### src/hw/rtl/ssdt_pkg.sv
// ----------------------------------------------------------------------------
// ssdt_pkg
// Types and constants shared by the scan-line span depth test unit.
// ----------------------------------------------------------------------------
package ssdt_pkg;

    // configuration port
    localparam int CFG_ADDR_BITS = 4;
    localparam int CFG_DATA_BITS = 32;

    typedef enum logic [1:0] {
        REG_LINE_WIDTH    = 2'd0,
        REG_CLEAR_DEPTH   = 2'd1,
        REG_BACKGROUND_ID = 2'd2
    } t_reg_index;

    localparam logic [10:0]        LINE_WIDTH_RST    = 11'd1024;
    localparam logic signed [31:0] CLEAR_DEPTH_RST   = 32'sh8000_0000;
    localparam logic [15:0]        BACKGROUND_ID_RST = 16'd0;

    localparam logic signed [31:0] DEPTH_MAX = 32'sh7fff_ffff;
    localparam logic signed [31:0] DEPTH_MIN = 32'sh8000_0000;

    typedef enum logic [1:0] {
        OP_CLEAR = 2'd0,
        OP_SPAN  = 2'd1,
        OP_READ  = 2'd2
    } t_opcode;

    typedef struct packed {
        t_opcode            opcode;
        logic [9:0]         x_left;
        logic [9:0]         x_right;
        logic signed [31:0] z_start;
        logic signed [31:0] z_step;
        logic [15:0]        polygon_id;
    } t_in_item;

    typedef struct packed {
        logic signed [31:0] pixel_depth;
        logic [15:0]        pixel_id;
    } t_out_item;

    typedef enum logic [2:0] {
        S_INIT,
        S_IDLE,
        S_CLEAR,
        S_SPAN,
        S_RD_ISSUE,
        S_RD_DATA
    } t_state;

    // controller to datapath
    typedef struct packed {
        logic load;        // capture the accepted item
        logic fill_load;   // take fill values from the registers, restart sweep
        logic sweep_step;  // write one fill entry
        logic span_step;   // issue one span pixel
        logic rd_issue;    // issue the pixel read
        logic out_load;    // load the output register
    } t_dp_cmd;

    // datapath to controller
    typedef struct packed {
        t_opcode opcode;
        logic    span_empty;
        logic    span_last;
        logic    sweep_last;
        logic    out_free;
    } t_dp_stat;

endpackage

### src/hw/rtl/ssdt_ctrl.sv
// ----------------------------------------------------------------------------
// ssdt_ctrl
// Sequencer: reset fill pass, clear sweep, span walk and pixel read.
// ----------------------------------------------------------------------------
module ssdt_ctrl (
    input  logic               i_clk,
    input  logic               i_rst_n,
    input  logic               i_in_valid,
    output logic               o_in_stall,
    input  ssdt_pkg::t_dp_stat i_stat,
    output ssdt_pkg::t_dp_cmd  o_cmd
);

    ssdt_pkg::t_state r_state;
    ssdt_pkg::t_state n_state;
    logic             accept;

    assign o_in_stall = (r_state != ssdt_pkg::S_IDLE);
    assign accept     = i_in_valid && !o_in_stall;

    // state register
    always_ff @(posedge i_clk) begin
        if (!i_rst_n) begin
            r_state <= ssdt_pkg::S_INIT;
        end else begin
            r_state <= n_state;
        end
    end

    // next state and commands
    always_comb begin
        n_state = r_state;
        o_cmd   = '0;
        unique case (r_state)
            ssdt_pkg::S_INIT, ssdt_pkg::S_CLEAR: begin
                o_cmd.sweep_step = 1'b1;
                if (i_stat.sweep_last) begin
                    n_state = ssdt_pkg::S_IDLE;
                end
            end
            ssdt_pkg::S_IDLE: begin
                if (accept) begin
                    o_cmd.load = 1'b1;
                    case (i_stat.opcode)
                        ssdt_pkg::OP_CLEAR: begin
                            o_cmd.fill_load = 1'b1;
                            n_state         = ssdt_pkg::S_CLEAR;
                        end
                        ssdt_pkg::OP_SPAN: begin
                            if (!i_stat.span_empty) begin
                                n_state = ssdt_pkg::S_SPAN;
                            end
                        end
                        ssdt_pkg::OP_READ: n_state = ssdt_pkg::S_RD_ISSUE;
                        default: ;  // unused opcode, dropped
                    endcase
                end
            end
            ssdt_pkg::S_SPAN: begin
                o_cmd.span_step = 1'b1;
                if (i_stat.span_last) begin
                    n_state = ssdt_pkg::S_IDLE;
                end
            end
            ssdt_pkg::S_RD_ISSUE: begin
                o_cmd.rd_issue = 1'b1;
                n_state        = ssdt_pkg::S_RD_DATA;
            end
            ssdt_pkg::S_RD_DATA: begin
                // read data holds in the RAM until the output slot frees
                if (i_stat.out_free) begin
                    o_cmd.out_load = 1'b1;
                    n_state        = ssdt_pkg::S_IDLE;
                end
            end
            default: n_state = ssdt_pkg::S_IDLE;
        endcase
    end

endmodule

### config.mk
export PLATFORM = sky130hd
export DESIGN_NAME = ssdt_ctrl
export DESIGN_NICKNAME = d
export VERILOG_FILES = /design/src/hw/rtl/ssdt_pkg.sv /design/src/hw/rtl/ssdt_ctrl.sv
export SDC_FILE = /design/constraint.sdc
export NUM_CORES = 1
export LEC_CHECK = 0
export ABC_AREA = 1
export BUFFER_PORTS_ARGS = -buffer_cell sky130_fd_sc_hd__buf_2
export CAP_MARGIN = 20
export CORE_AREA = 5 5 42 44
export CTS_BUF_LIST = sky130_fd_sc_hd__clkbuf_16
export DETAILED_ROUTE_END_ITERATION = 8
export DIE_AREA = 0 0 47 49
export MAX_ROUTING_LAYER = met4
export PLACE_DENSITY_LB_ADDON = 0.3
export SLEW_MARGIN = 20
export SYNTH_ARGS = -nofsm -noshare
export SYNTH_HDL_FRONTEND = slang
export SYNTH_SLANG_ARGS = --single-unit
### constraint.sdc
create_clock -name i_clk -period 1 [get_ports i_clk]
set_input_delay 0.1 -clock i_clk [delete_from_list [all_inputs] [get_ports i_clk]]
set_output_delay 0.1 -clock i_clk [all_outputs]
set_load 0.03 [all_outputs]
==> metrics.csv, run 1 <==
metric,value,unit
layout_setup_ws,-245,ps
grt_overflow,0,
grt_pass1_wl,1.55,mm
top_register,r_state,
min_path_type,in -> reg,
netlist_top_cells_area,"dfxtp_1 (25%), inv_1 (19%), nand2_1 (17%)",
total_leakage_power,0.337,nW
clockRootBuffer,clkbuf_16,
synth_nets,54,
groute.usage.overall,9.52,%
start_util,17.3,%
rsz0062_at_grt,yes,
status,"complete, but fails checks",
ctsHtreeMaxLevel,1,
grt_max_degree,6,
worstSetupStartpointType,register,
yosysWarnings,0,
drive_above_1_share,73.6,%
coreArea,1400,µm²
yosysSeqAreaShare,24.7,%
power,1.03,mW
die_x,47,µm
io_pins,16,
mostFrequentLayoutCells,"inv_1 (11), buf_6 (10), buf_2 (9), nor2_4 (7), nand2_2 (5)",
crit_path_end_kind,output port,
dr_total_vias,357,
clk_pin_slew,30,ps
wl_per_cell,10.3,µm
synthToLayoutAreaGrowth,162,%
port_buffers,15,
worst-path-max-fanout,2,
period_share,124,%
routed_wl,904,µm
fin_util,45.4,%
slew_headroom,89.9,%
ys_ff_latch,3,
skew,1.49,ps
cts_buffers,3,
irDropWorstVdd,0.00139,V
timing.final.crit_period,1240,ps
powerDensity,1620,nW/µm²
top_regs,r_state: 3 flops,
yosysTopAreaCell,dfxtp_1,
timing.hold.ws,118,ps
clk_latency,220,ps
fmax,803,MHz
synth_top_area_share,24.7,%
synthesis.area,243,µm²
cp.required,900,ps
antenna_found_initial,0,
syn_area_per_cell,5.39,µm²
layout_commonest_cell,inv_1,
setup_viol,10,
antenna_left,0,
die_y,49,µm
worstMarginPinSlew,150,ps
grt_pass1_vias,359,
finalHoldViolCount,0,
synth_cell_type_count,12,
drt_iter0_drc,6,
cts_max_path_buffers,2,
drv_cap,0,
gp_congestion,0.649,
dr.pass1.iters,4,
clock_sinks,3,
dpl.hpwl,553,µm
dieArea,2300,µm²
num_rows,14,
drc_errors,0,
num-nets-final,82,
slew_viol_final,0,
viasPerCell,4.06,
largest_reg_flops,3,
crit_arrival,1140,ps
diodes,0,
path_class,reg -> out,
violations,setup timing,
synthCells,45,
cts_tree,built,
critical path, stage by stage, from the launching register on:
cell	delay, ps
dfxtp_2	330
inv_2	50
nor2_4	100
nand2_4	60
nor2_4	100
nand2_4	60
nor2_4	80
buf_6	130
area by class of cell:
class | count | area (µm²)
clock buffer | 3 | 75.1
fill | 145 | 766
tap | 16 | 20.0
multi-input combinational | 29 | 231
timing repair buffer | 23 | 188
clock inverter | 1 | 3.75
inverter | 13 | 48.8
sequential | 3 | 68.8
through the flow:
stage	setup WS [ps]	area [µm²]	setup TNS (ps)	cells
2_1_floorplan	-277	279	-881	45
3_3_place_gp	-133	397	-395	79
3_5_place_dp	-140	397	-434	79
4_1_cts	-242	572	-1330	87
5_1_grt	-314	636	-2320	88
6_report	-245	636	-1740	88
logic make-up (layout without fill, tap and decap cells):
family	count (synthesis)	count (layout)	synth area share, %
compound gates	4	4	8.24
flops	3	3	24.7
buf+inv	13	40	20.1
simple gates	25	25	46.9
Yosys cell counts, drive strengths merged:
library cell / instances
a21oi: 2
dfxtp: 3
inv: 13
nand3: 4
nand2: 12
o21ai: 2
nor2: 9
metal layers:
layer  up-vias  GRT usage (%)  part of all wire (%)
li1        184              -                     -
met1       165           9.41                    35
met2         8           16.7                    61
met3         0           3.32                   4.3
met4         0           2.76                     0
met5         -              -                     0
what timing repair did:
action	in CTS	in global routing
buffers inserted	5	2
pin swaps	9	9
setup endpoints to repair	10	10
hold buffers	0	0
cloned	0	0
resized for setup	22	16
power breakdown:
| group | internal, mW | leakage [nW] | total [mW] | switching, mW |
|---|---|---|---|---|
| combinational | 0.115 | 0.268 | 0.253 | 0.139 |
| sequential | 0.131 | 0.0264 | 0.146 | 0.0148 |
| clock | 0.516 | 0.0423 | 0.634 | 0.117 |
path summary, 6_finish.rpt:
kind / from / to / slack (ps) / cells past startpoint
min: i_rst_n / r_state[1]$_SDFFE_PN0P_ / 120 / 3
max reg2reg: r_state[0]$_SDFFE_PN0P_ / r_state[2]$_SDFFE_PN0P_ / -200 / 9
min reg2reg: r_state[1]$_SDFFE_PN0P_ / r_state[1]$_SDFFE_PN0P_ / 530 / 2
max: r_state[0]$_SDFFE_PN0P_ / o_cmd[4] / -240 / 7
Note: power is estimated with default switching activity, not from simulation.
==> run 2: changes to the inputs <==
==> constraint.sdc (replaced) <==
create_clock -name i_clk -period 1 [get_ports i_clk]
set_input_delay 0.1 -clock i_clk [delete_from_list [all_inputs] [get_ports i_clk]]
set_output_delay 0.1 -clock i_clk [all_outputs]
set_load 0.05 [all_outputs]
==> run 2 against run 1 <==
  * The run still ends with setup timing left
  * Clock skew down 0.85 ps
  * Critical path depth decreased by 1
  * Sequential power is 3% lower
==> metrics.csv, run 2 (synthesis results as in run 1) <==
metric,value,unit,change
status,"complete, but fails checks",,
violations,setup timing,,
num-nets-final,87,,+6.1%
groute.usage.overall,10.5,%,+0.94 points
worstSetupStartpointType,register,,
io_pins,16,,unchanged
drive_above_1_share,72.7,%,-0.88 points
top_regs,r_state: 3 flops,,
cts_max_path_buffers,2,,unchanged
fmax,772,MHz,-4.0%
antenna_found_initial,0,,unchanged
critPathTopFamily,simple AND/OR/NAND/NOR gates,,
cpMostUsedCell,nor2_4,,
top_register,r_state,,
cts_tree,built,,
dieArea,2300,µm²,unchanged
drv_cap,0,,unchanged
dr_total_vias,381,,+6.7%
n_fill_cell,141,,-2.8%
dpl.hpwl,616,µm,+11%
total_leakage_power,0.367,nW,+9.0%
dr.pass1.iters,4,,unchanged
cp.required,900,ps,about the same
wl_per_cell,10.2,µm,-0.56%
worstMarginPinSlew,129,ps,-21.3 ps
antenna_left,0,,unchanged
grt_pass1_wl,1.66,mm,+6.7%
rsz0062_at_grt,yes,,
crit_path_end_kind,output port,,
grt_pass1_vias,411,,+14%
die_x,47,µm,unchanged
cts_buffers,3,,unchanged
gp_congestion,0.701,,+8.0%
clk_latency,220,ps,about the same
timing.hold.ws,115,ps,-3.09 ps
synthToLayoutAreaGrowth,191,%,
crit_slowest_cell,dfxtp_4,,
drc_errors,0,,unchanged
min_path_type,in -> reg,,
r2r_slack,-250,ps,-50 ps
clock_sinks,3,,unchanged
slew_viol_final,0,,unchanged
timing.final.crit_period,1300,ps,+51.2 ps
fin_util,50.4,%,+5.0 points
period_share,130,%,+5.1 points
layout_setup_ws,-296,ps,-51.2 ps
worst-path-max-fanout,2,,unchanged
clk_pin_slew,30,ps,about the same
clockRootBuffer,clkbuf_16,,
path_class,reg -> out,,
num_rows,14,,unchanged
powerDensity,1570,nW/µm²,-3.4%
finalHoldViolCount,0,,unchanged
cp.buffers_inverters,1,,-1
largest_reg_flops,3,,unchanged
die_y,49,µm,unchanged
diodes,0,,unchanged
viasPerCell,4.10,,+0.98%
mostFrequentLayoutCells,"inv_1 (12), nor2_4 (8), buf_2 (8), buf_4 (8), buf_6 (7)",,
grt_overflow,0,,unchanged
slowest_delay,340,ps,about the same
grt_max_degree,4,,-2
crit_arrival,1200,ps,+60 ps
skew,0.646,ps,-0.846 ps
setup_viol,10,,unchanged
multi_input_area,235,µm²,+1.6%
slew_headroom,91.3,%,+1.4 points
routed_wl,950,µm,+5.1%
layout_commonest_cell,inv_1,,
regArea,66.3,µm²,-3.6%
crit_chain,nor2_4 > nand2_4 > nor2_4 > nand2_2 > nor2_4 > buf_8,,
coreArea,1400,µm²,unchanged
drt_iter0_drc,2,,-4
port_buffers,15,,unchanged
ctsHtreeMaxLevel,1,,unchanged
irDropWorstVdd,0.00118,V,-16%
start_util,17.3,%,unchanged
run 2: metrics by stage:
stage          power (mW)  setup TNS [ps]  std cells  instance area [µm²]  worst slack, ps
3_3_place_gp        0.356            -578         81                  417             -172
6_report             1.11           -1970         93                  706             -296
2_1_floorplan       0.289           -1690         45                  284             -510
3_5_place_dp        0.359            -667         81                  417             -194
5_1_grt              1.17           -2650         93                  706             -369
4_1_cts              1.06           -1630         90                  627             -263
run 2: per-layer routing:
metal	track usage, %	up-vias	share of wire [%]
met5	-	-	0
met4	8.29	0	1.5
met3	1.11	2	2.9
met2	18.3	8	61
met1	9.41	177	34
li1	-	194	-
run 2: final timing paths:
kind | end | from | depth (start not counted)
min reg2reg | r_state[1]$_SDFFE_PN0P_ | r_state[1]$_SDFFE_PN0P_ | 4
max | o_cmd[4] | r_state[1]$_SDFFE_PN0P_ | 6
max reg2reg | r_state[0]$_SDFFE_PN0P_ | r_state[1]$_SDFFE_PN0P_ | 9
min | r_state[0]$_SDFFE_PN0P_ | i_rst_n | 3
run 2: repair_timing:
item,CTS,global route
hold endpoints to repair,0,0
setup buffers,6,3
cloned,0,0
setup endpoints to repair,10,10
hold buffers,0,0
pin swaps,7,6
gates resized for setup,28,16
run 2: final cells by class:
cell class	instances	share of cell area, %
clock buffer	3	10.6
sequential	3	9.40
multi-input combinational	29	33.3
timing repair buffer	28	36.0
clock inverter	1	0.532
tap	16	2.84
inverter	13	7.27
run 2: worst min-delay path: stages:
cell	delay, ps
buf_2	100
nand3_2	60
inv_1	40
run 2: power breakdown:
part	switching (mW)	internal, mW	total (mW)
combinational	0.184	0.156	0.340
sequential	0.00913	0.133	0.142
clock	0.110	0.516	0.626
total	0.303	0.805	1.11
