File: config.mk
export PLATFORM = sky130hd
export DESIGN_NAME = ssdt_regs
export DESIGN_NICKNAME = d
export VERILOG_FILES = /design/src/hw/rtl/ssdt_pkg.sv /design/src/hw/rtl/ssdt_regs.sv
export SDC_FILE = /design/constraint.sdc
export NUM_CORES = 1
export LEC_CHECK = 0
export BUFFER_PORTS_ARGS = -buffer_cell sky130_fd_sc_hd__buf_2
export CAP_MARGIN = 20
export CORE_MARGIN = 4
export CORE_UTILIZATION = 38
export CTS_BUF_LIST = sky130_fd_sc_hd__clkbuf_8 sky130_fd_sc_hd__clkbuf_16
export DETAILED_ROUTE_END_ITERATION = 10
export PLACE_DENSITY = 0.72
export SYNTH_ARGS = -nofsm -noshare
export SYNTH_HDL_FRONTEND = slang
export SYNTH_SLANG_ARGS = --single-unit
export TNS_END_PERCENT = 50
File: constraint.sdc
create_clock -name i_clk -period 2.2 [get_ports i_clk]
set_input_delay 0.22 -clock i_clk [delete_from_list [all_inputs] [get_ports i_clk]]
set_output_delay 0.22 -clock i_clk [all_outputs]
set_load 0.005 [all_outputs]
File: src/hw/rtl/ssdt_pkg.sv
// ----------------------------------------------------------------------------
// ssdt_pkg
// Types and constants shared by the scan-line span depth test unit.
// ----------------------------------------------------------------------------
package ssdt_pkg;

    // configuration port
    localparam int CFG_ADDR_BITS = 4;
    localparam int CFG_DATA_BITS = 32;

    typedef enum logic [1:0] {
        REG_LINE_WIDTH    = 2'd0,
        REG_CLEAR_DEPTH   = 2'd1,
        REG_BACKGROUND_ID = 2'd2
    } t_reg_index;

    localparam logic [10:0]        LINE_WIDTH_RST    = 11'd1024;
    localparam logic signed [31:0] CLEAR_DEPTH_RST   = 32'sh8000_0000;
    localparam logic [15:0]        BACKGROUND_ID_RST = 16'd0;

    localparam logic signed [31:0] DEPTH_MAX = 32'sh7fff_ffff;
    localparam logic signed [31:0] DEPTH_MIN = 32'sh8000_0000;

    typedef enum logic [1:0] {
        OP_CLEAR = 2'd0,
        OP_SPAN  = 2'd1,
        OP_READ  = 2'd2
    } t_opcode;

    typedef struct packed {
        t_opcode            opcode;
        logic [9:0]         x_left;
        logic [9:0]         x_right;
        logic signed [31:0] z_start;
        logic signed [31:0] z_step;
        logic [15:0]        polygon_id;
    } t_in_item;

    typedef struct packed {
        logic signed [31:0] pixel_depth;
        logic [15:0]        pixel_id;
    } t_out_item;

    typedef enum logic [2:0] {
        S_INIT,
        S_IDLE,
        S_CLEAR,
        S_SPAN,
        S_RD_ISSUE,
        S_RD_DATA
    } t_state;

    // controller to datapath
    typedef struct packed {
        logic load;        // capture the accepted item
        logic fill_load;   // take fill values from the registers, restart sweep
        logic sweep_step;  // write one fill entry
        logic span_step;   // issue one span pixel
        logic rd_issue;    // issue the pixel read
        logic out_load;    // load the output register
    } t_dp_cmd;

    // datapath to controller
    typedef struct packed {
        t_opcode opcode;
        logic    span_empty;
        logic    span_last;
        logic    sweep_last;
        logic    out_free;
    } t_dp_stat;

endpackage

File: src/hw/rtl/ssdt_regs.sv
// ----------------------------------------------------------------------------
// ssdt_regs
// APB configuration registers: line width, clear depth, background id.
// ----------------------------------------------------------------------------
module ssdt_regs (
    input  logic                                i_clk,
    input  logic                                i_rst_n,
    input  logic                                psel,
    input  logic                                penable,
    input  logic                                pwrite,
    input  logic [ssdt_pkg::CFG_ADDR_BITS-1:0]  paddr,
    input  logic [ssdt_pkg::CFG_DATA_BITS-1:0]  pwdata,
    output logic [ssdt_pkg::CFG_DATA_BITS-1:0]  prdata,
    output logic                                pready,
    output logic [10:0]                         o_line_width,
    output logic signed [31:0]                  o_clear_depth,
    output logic [15:0]                         o_background_id
);

    logic [10:0]        r_line_width;
    logic signed [31:0] r_clear_depth;
    logic [15:0]        r_background_id;
    logic               wr_en;
    logic [1:0]         reg_idx;

    assign wr_en   = psel && penable && pwrite;
    assign reg_idx = paddr[3:2];
    assign pready  = 1'b1;

    // register writes
    always_ff @(posedge i_clk) begin
        if (!i_rst_n) begin
            r_line_width    <= ssdt_pkg::LINE_WIDTH_RST;
            r_clear_depth   <= ssdt_pkg::CLEAR_DEPTH_RST;
            r_background_id <= ssdt_pkg::BACKGROUND_ID_RST;
        end else if (wr_en) begin
            unique case (reg_idx)
                ssdt_pkg::REG_LINE_WIDTH:    r_line_width    <= pwdata[10:0];
                ssdt_pkg::REG_CLEAR_DEPTH:   r_clear_depth   <= $signed(pwdata);
                ssdt_pkg::REG_BACKGROUND_ID: r_background_id <= pwdata[15:0];
                default: ;  // unmapped address, write dropped
            endcase
        end
    end

    // read mux
    always_comb begin
        unique case (reg_idx)
            ssdt_pkg::REG_LINE_WIDTH:    prdata = {21'd0, r_line_width};
            ssdt_pkg::REG_CLEAR_DEPTH:   prdata = r_clear_depth;
            ssdt_pkg::REG_BACKGROUND_ID: prdata = {16'd0, r_background_id};
            default:                     prdata = '0;
        endcase
    end

    assign o_line_width    = r_line_width;
    assign o_clear_depth   = r_clear_depth;
    assign o_background_id = r_background_id;

endmodule

==> run summary, run 1 <==
The area of the mapped netlist is 2739 um2. The worst setup path is of the input pin to output pin kind. Setup repair after global routing left no endpoint under its margin. The number of nets in the synthesized netlist is about 340. The core region is between 6000 and 7000 um2. The die covers 8629 um2. The global router's overall resource usage came out at 0.1650.

The aggregate negative setup slack came out at 0 ns. The die outline width is between 90 and 100 um. The switching part of the total power came out at 0.2142. The worst setup path is launched from an input pin.

Summing all non-filler instances in the final layout gives an area of between 3000 and 4000 um2. The clock latency at the later pin of the worst-skew pair is between 0.3 and 0.4 ns. The register area share after synthesis came out at 0.4312. Together, buffers and inverters on the worst path number 3. The post-synthesis register bit count is 59. The effective utilization at floorplan came out at 0.3966. The die boundary height came out at 92.90 um. In this design, the largest share of critical-path delay is due to buffers and inverters. The required arrival time at the worst endpoint came out at between 1.5 and 2 ns. Once the clock tree was built, the setup fixing pass inserted 0 buffers.

The mean instance size in the synthesized netlist is ~9 um2. The smallest clock period supported by the final layout is computed as around 1.6 ns. The number of nets in the final layout came out at roughly 460.

The sequential power share came out at 0.444. In the final layout, the share of cells above drive strength 1 is 0.3673. The global routing usage on met3 is 0.04955. In this run the worst path has a maximum fanout of 15.

STA classifies the critical path endpoint as an output pin. Of the total power, combinational logic draws 0.072. The leakage power summed over all cells came out at between 1.5 and 2 nW.

The total inserted antenna cells came out at 0. The final cycle utilization of the critical path came out at 0.7320. In the global route stage, met2 resource usage came out at 0.2723. In the post-synthesis netlist, the cell with the most instances is sky130_fd_sc_hd__nand2_1. The total of warnings raised by yosys is 0. The routed length per placed instance is between 10 and 15 um. The via count of the first global-routing pass came out at about 2300.

The share of Yosys cell area claimed by the top area cell type came out at 0.4312. The clock transition at the registers of the reported paths came out at approximately 0.06 ns. On the final layout, the worst clock skew is 0 ns. After the first detailed-routing iteration, the DRC count stood at 48.

The detailed placement HPWL is a little over 5000 um. Dividing the detail-routed via count by the number of cells gives ~4.7. The worst path arrival time came out at between 1 and 1.5 ns.

The wire length of the first global-routing pass came out at around 11000 um. The count of non-filler cells in the finished layout came out at a little over 500. Buffers placed on the I/O ports in this run total ~130. The worst stage delay on the critical path is ~0.38 ns. By count the netlist is led by sky130_fd_sc_hd__nand2_1 (99), sky130_fd_sc_hd__mux2i_1 (68), sky130_fd_sc_hd__dfxtp_1 (59). The number of routed nets with antenna violations came out at 0. TritonCTS built the clock tree. The final-report setup violation count came out at 0. The residual overflow from global routing is 0. Clock tree synthesis selected as its root buffer the cell sky130_fd_sc_hd__clkbuf_8.

The clock share of power came out at 0.484. The internal power of the cells totals between 1.5 and 2 mW. The number of unique standard cell types used by synthesis is 22.

The dominant cell type by count on the critical path is sky130_fd_sc_hd__buf_2. The final total power is between 2 and 2.5 mW. The largest area contributor in the synthesized netlist is sky130_fd_sc_hd__dfxtp_1.

The total length of routed wires came out at around 7200 um. The post-place instance area came out at roughly 3400 um2. Buffers inserted to repair hold after CTS numbered 0.

The number of pins with negative max-slew slack in the final report is 0. Dividing total power by cell area gives a power density of ~700 nW/um2. The number of synthesized flops with an enable pin is 0. The number of antenna violations at the first check in global routing came out at 0. IR analysis of the VDD net gives a maximum drop of 341.4 uV. The path class of the tightest hold or removal check is input pin to flop. The layer flagged by global routing as most heavily used is met2. The met1 track demand over resource in global routing came out at 0.1972. The longest clock path from root to sink contains 2 buffers. The fraction of registers with async set/reset came out at 0. The pre-antenna-repair detailed-routing pass consisted of 4 iterations. The H-tree was split into 3 levels. The total vias in the final route came out at about 2400. The number of fillers in the final layout came out at approximately 690. The switching power came out at about 530 uW. Traced cell by cell, the critical path runs through buf_2 -> nor2b_4 -> buf_4 -> nand2_1 -> o21ai_0 -> buf_2. The remaining design rule violation count came out at 0. Static timing analysis puts the maximum clock frequency at ~620 MHz. The site row count came out at 30.

The last weighted congestion value of the routability-driven placer is 0.6943. By area the synthesized netlist is led by sky130_fd_sc_hd__dfxtp_1 (43%), sky130_fd_sc_hd__mux2i_1 (25%), sky130_fd_sc_hd__nand2_1 (14%), sky130_fd_sc_hd__and2_1 (3.7%), sky130_fd_sc_hd__buf_12 (2.9%). Among all flip-flop cells after synthesis, the most frequent one is sky130_fd_sc_hd__dfxtp_1.

The I/O pin count came out at approximately 130. The tool flagged a number of max-cap violations equal to 0. The number of clock buffers added by TritonCTS is 9. The final number of hold-violating endpoints came out at 0. The flow ran to the end, and the final reports show no timing, DRC or antenna violations. The number of standard cells after synthesis came out at roughly 300. The count of instances resized after the clock tree is built is 0. The cell count after placement came out at approximately 500. The largest individual stage delay along the critical path comes from the cell sky130_fd_sc_hd__nor2b_4.

The area added between synthesis and finish is 31.80%. The clock net in this run drives a total of slightly below 60 sinks. The largest net degree at the start of global routing came out at about 90.
-- flip-flops by register name (all words and copies together) (netlist names) --
| register | count |
|---|---|
| o_clear_depth | 32 |
| o_line_width | 11 |
| o_background_id | 16 |
-- worst paths after layout --
path              cells past startpoint                        endpoint  slack, ns                           start
setup / recovery                      6                       prdata[6]       0.59                        paddr[3]
hold / removal                        3  o_clear_depth[28]$_SDFFE_PN0P_       0.13                      pwdata[28]
hold reg to reg                       2  o_clear_depth[25]$_SDFFE_PN0P_       0.47  o_clear_depth[25]$_SDFFE_PN0P_
setup reg to reg                      2    o_line_width[7]$_SDFFE_PN0P_       1.54    o_line_width[7]$_SDFFE_PN0P_
-- worst reg2reg max path: stages, from the launching register on --
cell and delay, ns:
sky130_fd_sc_hd__dfxtp_1 0.36, sky130_fd_sc_hd__nand2_1 0.07, sky130_fd_sc_hd__mux2i_1 0.15
-- cell type report --
type	count	area (um2)	share of cell area
multi-input combinational	211	1351	0.3744
inverter	2	7.507	0.002080
sequential	59	1181	0.3272
clock buffer	10	137.6	0.03813
timing repair buffer	134	708.2	0.1962
clock inverter	6	103.9	0.02877
tap	96	120.1	0.03328
-- layout by cell type, fill, tap and decap left out, types with 2 or more instances in the layout --
| cell type | n |
|---|---|
| sky130_fd_sc_hd__buf_2 | 129 |
| sky130_fd_sc_hd__nand2_1 | 99 |
| sky130_fd_sc_hd__mux2i_1 | 68 |
| sky130_fd_sc_hd__dfxtp_1 | 59 |
| sky130_fd_sc_hd__and2_1 | 16 |
| sky130_fd_sc_hd__o21ai_0 | 11 |
| sky130_fd_sc_hd__clkbuf_8 | 10 |
| sky130_fd_sc_hd__a22o_1 | 5 |
| sky130_fd_sc_hd__inv_1 | 3 |
| sky130_fd_sc_hd__bufinv_16 | 3 |
| sky130_fd_sc_hd__buf_4 | 3 |
| sky130_fd_sc_hd__nand3_1 | 2 |
| sky130_fd_sc_hd__and2_4 | 2 |
| sky130_fd_sc_hd__clkinv_2 | 2 |
| sky130_fd_sc_hd__buf_12 | 2 |
-- stage by stage --
| stage | utilization | worst slack (ns) | hold WS [ns] |
|---|---|---|---|
| after floorplan | - | 1.007 | 0.3621 |
| after global placement | 0.4877 | 0.5293 | 0.4503 |
| after detailed placement | 0.4877 | 0.5342 | 0.4613 |
| after CTS | 0.5226 | 0.5360 | 0.1093 |
| after global routing | 0.5226 | 0.4385 | 0.1346 |
| final | 0.5226 | 0.5896 | 0.1334 |
-- metal layers --
metal,up-vias,share of wire
li1,1218,-
met1,1107,0.44
met2,107,0.46
met3,11,0.089
met4,0,0.012
met5,-,0
-- kinds of logic (layout without fill, tap and decap cells) --
logic type      after synthesis  after routing  synth area share
compound gates               19             19           0.04614
buf+inv                      27            152           0.07538
flops                        59             59            0.4312
mux                          68             68            0.2485
other cells                   1              1          0.001369
simple gates                123            123            0.1974
-- power by group through the flow --
stage	combinational (mW)	clock, mW	sequential, mW
after global placement	0.176	0	1.12
after global routing	0.195	1.27	1.09
final	0.177	1.19	1.09
after floorplan	0.106	0	1.12
after CTS	0.180	1.22	1.09
after detailed placement	0.180	0	1.12
(Power assumes the default switching activity.)
==> inputs of run 2 (changes only) <==
clock period = 1.6 ns   (was 2.2 ns; I/O delays follow)
==> run 2 against run 1 <==
Net effect:
- power rose by 22%
- non-clock buffer count increased by 3
- largest cell class unchanged
- largest power group is now registers
- sequential power increased by 38%
- cell area is 1.2% lower
- clock-buffer cell count shrank 1
==> run summary, run 2 (synthesis gave the netlist of run 1 again) <==
The flow ran to the end, and the final reports show no timing, DRC or antenna violations. The minimum clock period came out at roughly 1.3 ns. The classification of the worst-slack hold path is input pin to flop. The clock arrives with 0 ns of skew. Detailed routing inserted a total of ~2500 vias.

The length of routed met2 wiring came out at around 3500 um. The number of iterations in the first detailed-routing pass came out at 4. The hold-critical path depth came out at 3. Port buffering added ~130 buffers. At the end of routability-driven placement, the weighted congestion stood at between 0.6 and 0.7. The global router's overall resource usage is 0.1699. The total inserted antenna cells is 0.

The critical path is of the flop to output pin type. The flip-flop count of the largest register, all copies and words added is 32. The quantity of hold-fixing buffers added after cts is 0. The worst path arrival time came out at approximately 1.1 ns. Pin placement for this block handled roughly 130 I/O pins. In this run the worst path has a maximum fanout of 3.

Tracing the worst setup path back leads to its startpoint at o_line_width[10]$_SDFFE_PN1P_. Dividing the detail-routed wire length by the instance count gives around 14 um. Data on the critical path is required at its endpoint by approximately 1.4 ns. The area of the die came out at 8629 um2.

CTS built an H-tree with a depth of 3. The final cycle utilization of the critical path came out at 0.8019. TritonCTS built the clock tree.

The highest layer touched by signal routing is met4. The detail route stage leaves a number of antenna-violating nets equal to 0. Setup repair after global routing left no endpoint under its margin. In this run the clock root is driven by a sky130_fd_sc_hd__clkbuf_8. The setup check on the worst reg-to-reg path leaves a slack of roughly 0.9 ns.

The number of DRC markers after the initial detailed-route iteration is 36. In this run the post-CTS setup repair buffer count came out at 0. The effective utilization at floorplan is 0.3966. The die boundary height is 92.90 um. Gates resized during post-CTS repair numbered 0. The number of pins with negative max-slew slack in the final report is 0. The number of antenna violations at the first check in global routing came out at 0. Leaving out fill and tap cells, the most frequent cells in the layout are sky130_fd_sc_hd__buf_2 (129), sky130_fd_sc_hd__nand2_1 (99), sky130_fd_sc_hd__mux2i_1 (68).

After legalization and detailed placement, the total HPWL measured a little over 5000 um. STA classifies the critical path endpoint as an output pin. The largest buffer count on any clock path is 2. The setup slack at placement is 0.2717 ns. The proportion of layout cells with a drive suffix above 1 came out at 0.3656. The worst reg2reg path depth is 2. The power density over the cells came out at 841.4 nW/um2. The aggregate negative setup slack is 0 ns. The length of routed wiring on met1 is approximately 3100 um. The residual overflow from global routing is 0. The total length of routed wires came out at about 7400 um. The die outline width came out at 92.90 um. The max-cap violation count is 0. The final-report setup violation count is 0. The kind of start point of the critical path is a flop. The clock transition at the registers of the reported paths came out at around 0.060 ns. The startpoint identified for the worst register-to-register timing path is o_line_width[7]$_SDFFE_PN0P_. The clock latency at the later pin of the worst-skew pair came out at 0.33 ns. The wire length on met3 came out at a little over 700 um. The site row count is 30. The via count of the first global-routing pass came out at about 2400. In this run the critical register-to-register path is captured at o_line_width[7]$_SDFFE_PN0P_.

The CTS sink count is slightly below 60. The wire length of the first global-routing pass came out at 11490 um. The ratio of routed vias to standard cells is approximately 4.8. The area added between synthesis and finish is 30.20%. The remaining design rule violation count came out at 0. For this design the static power due to leakage is between 1.5 and 2 nW.

The number of buffers added by the clock tree synthesis step came out at 9. The worst-case setup margin in the final layout is about 0.32 ns. The largest net degree at the start of global routing is 91. The final number of hold-violating endpoints is 0. Based on the critical path, the design can be clocked at up to about 780 MHz. In this run the worst setup path terminates at prdata[10].

The worst-case IR drop observed on VDD is between 400 and 500 uV. Leaving out fill and tap cells, the most frequent cell in the layout is sky130_fd_sc_hd__buf_2. The number of nets in the final layout is 461. The placeable core region is ~7000 um2.
==> run 2: cell count changes in the layout (fill, tap and decap cells not counted) <==
cell	delta
sky130_fd_sc_hd__buf_4	+3
sky130_fd_sc_hd__bufinv_16	-2
sky130_fd_sc_hd__clkbuf_8	-1
sky130_fd_sc_hd__inv_1	+2
==> run 2: per-layer routing <==
layer	GRT usage	vias up
met5	0	-
met4	0.06593	0
met3	0.06093	10
met2	0.2867	110
met1	0.1955	1149
li1	-	1225
==> run 2: through the flow <==
stage                     cells  hold WS [ns]  instance area (um2)  power [mW]    util
after floorplan             297        0.3021                 2739       1.681       -
after detailed placement    505        0.4144                 3391       1.788  0.4909
after CTS                   520       0.04694                 3566       3.054  0.5163
final                       520       0.06633                 3566       3.000  0.5163
after global placement      505        0.4040                 3391       1.782  0.4909
after global routing        520       0.05895                 3566       3.148  0.5163
==> run 2: power breakdown <==
group / total (mW) / internal [mW] / switching (mW)
Combinational: 0.250 / 0.111 / 0.140
Clock: 1.25 / 0.688 / 0.559
Sequential: 1.50 / 1.49 / 0.0142
Total: 3.00 / 2.29 / 0.713
==> run 2: how the worst min path moves through the flow <==
stage / end / start
6_report: o_clear_depth[17]$_SDFFE_PN0P_ / pwdata[17]
5_1_grt: o_clear_depth[28]$_SDFFE_PN0P_ / pwdata[28]
4_1_cts: o_clear_depth[17]$_SDFFE_PN0P_ / pwdata[17]
3_5_place_dp: o_clear_depth[21]$_SDFFE_PN0P_ / pwdata[21]
3_3_place_gp: o_clear_depth[31]$_SDFFE_PN1P_ / pwdata[31]
2_1_floorplan: o_clear_depth[16]$_SDFFE_PN0P_ / pwdata[16]
==> run 2: layout make-up <==
type	count	area (um2)
Clock buffer	9	123.9
Clock inverter	6	51.30
Fill cell	698	3341
Inverter	2	7.507
Multi-Input combinational cell	211	1351
Sequential cell	59	1181
Tap cell	96	120.1
Timing Repair Buffer	137	730.7
==> run 2: critical path: stages (launching register included) <==
cell,delay (ns)
sky130_fd_sc_hd__dfxtp_1,0.36
sky130_fd_sc_hd__mux2i_1,0.08
sky130_fd_sc_hd__o21ai_0,0.19
sky130_fd_sc_hd__buf_2,0.16
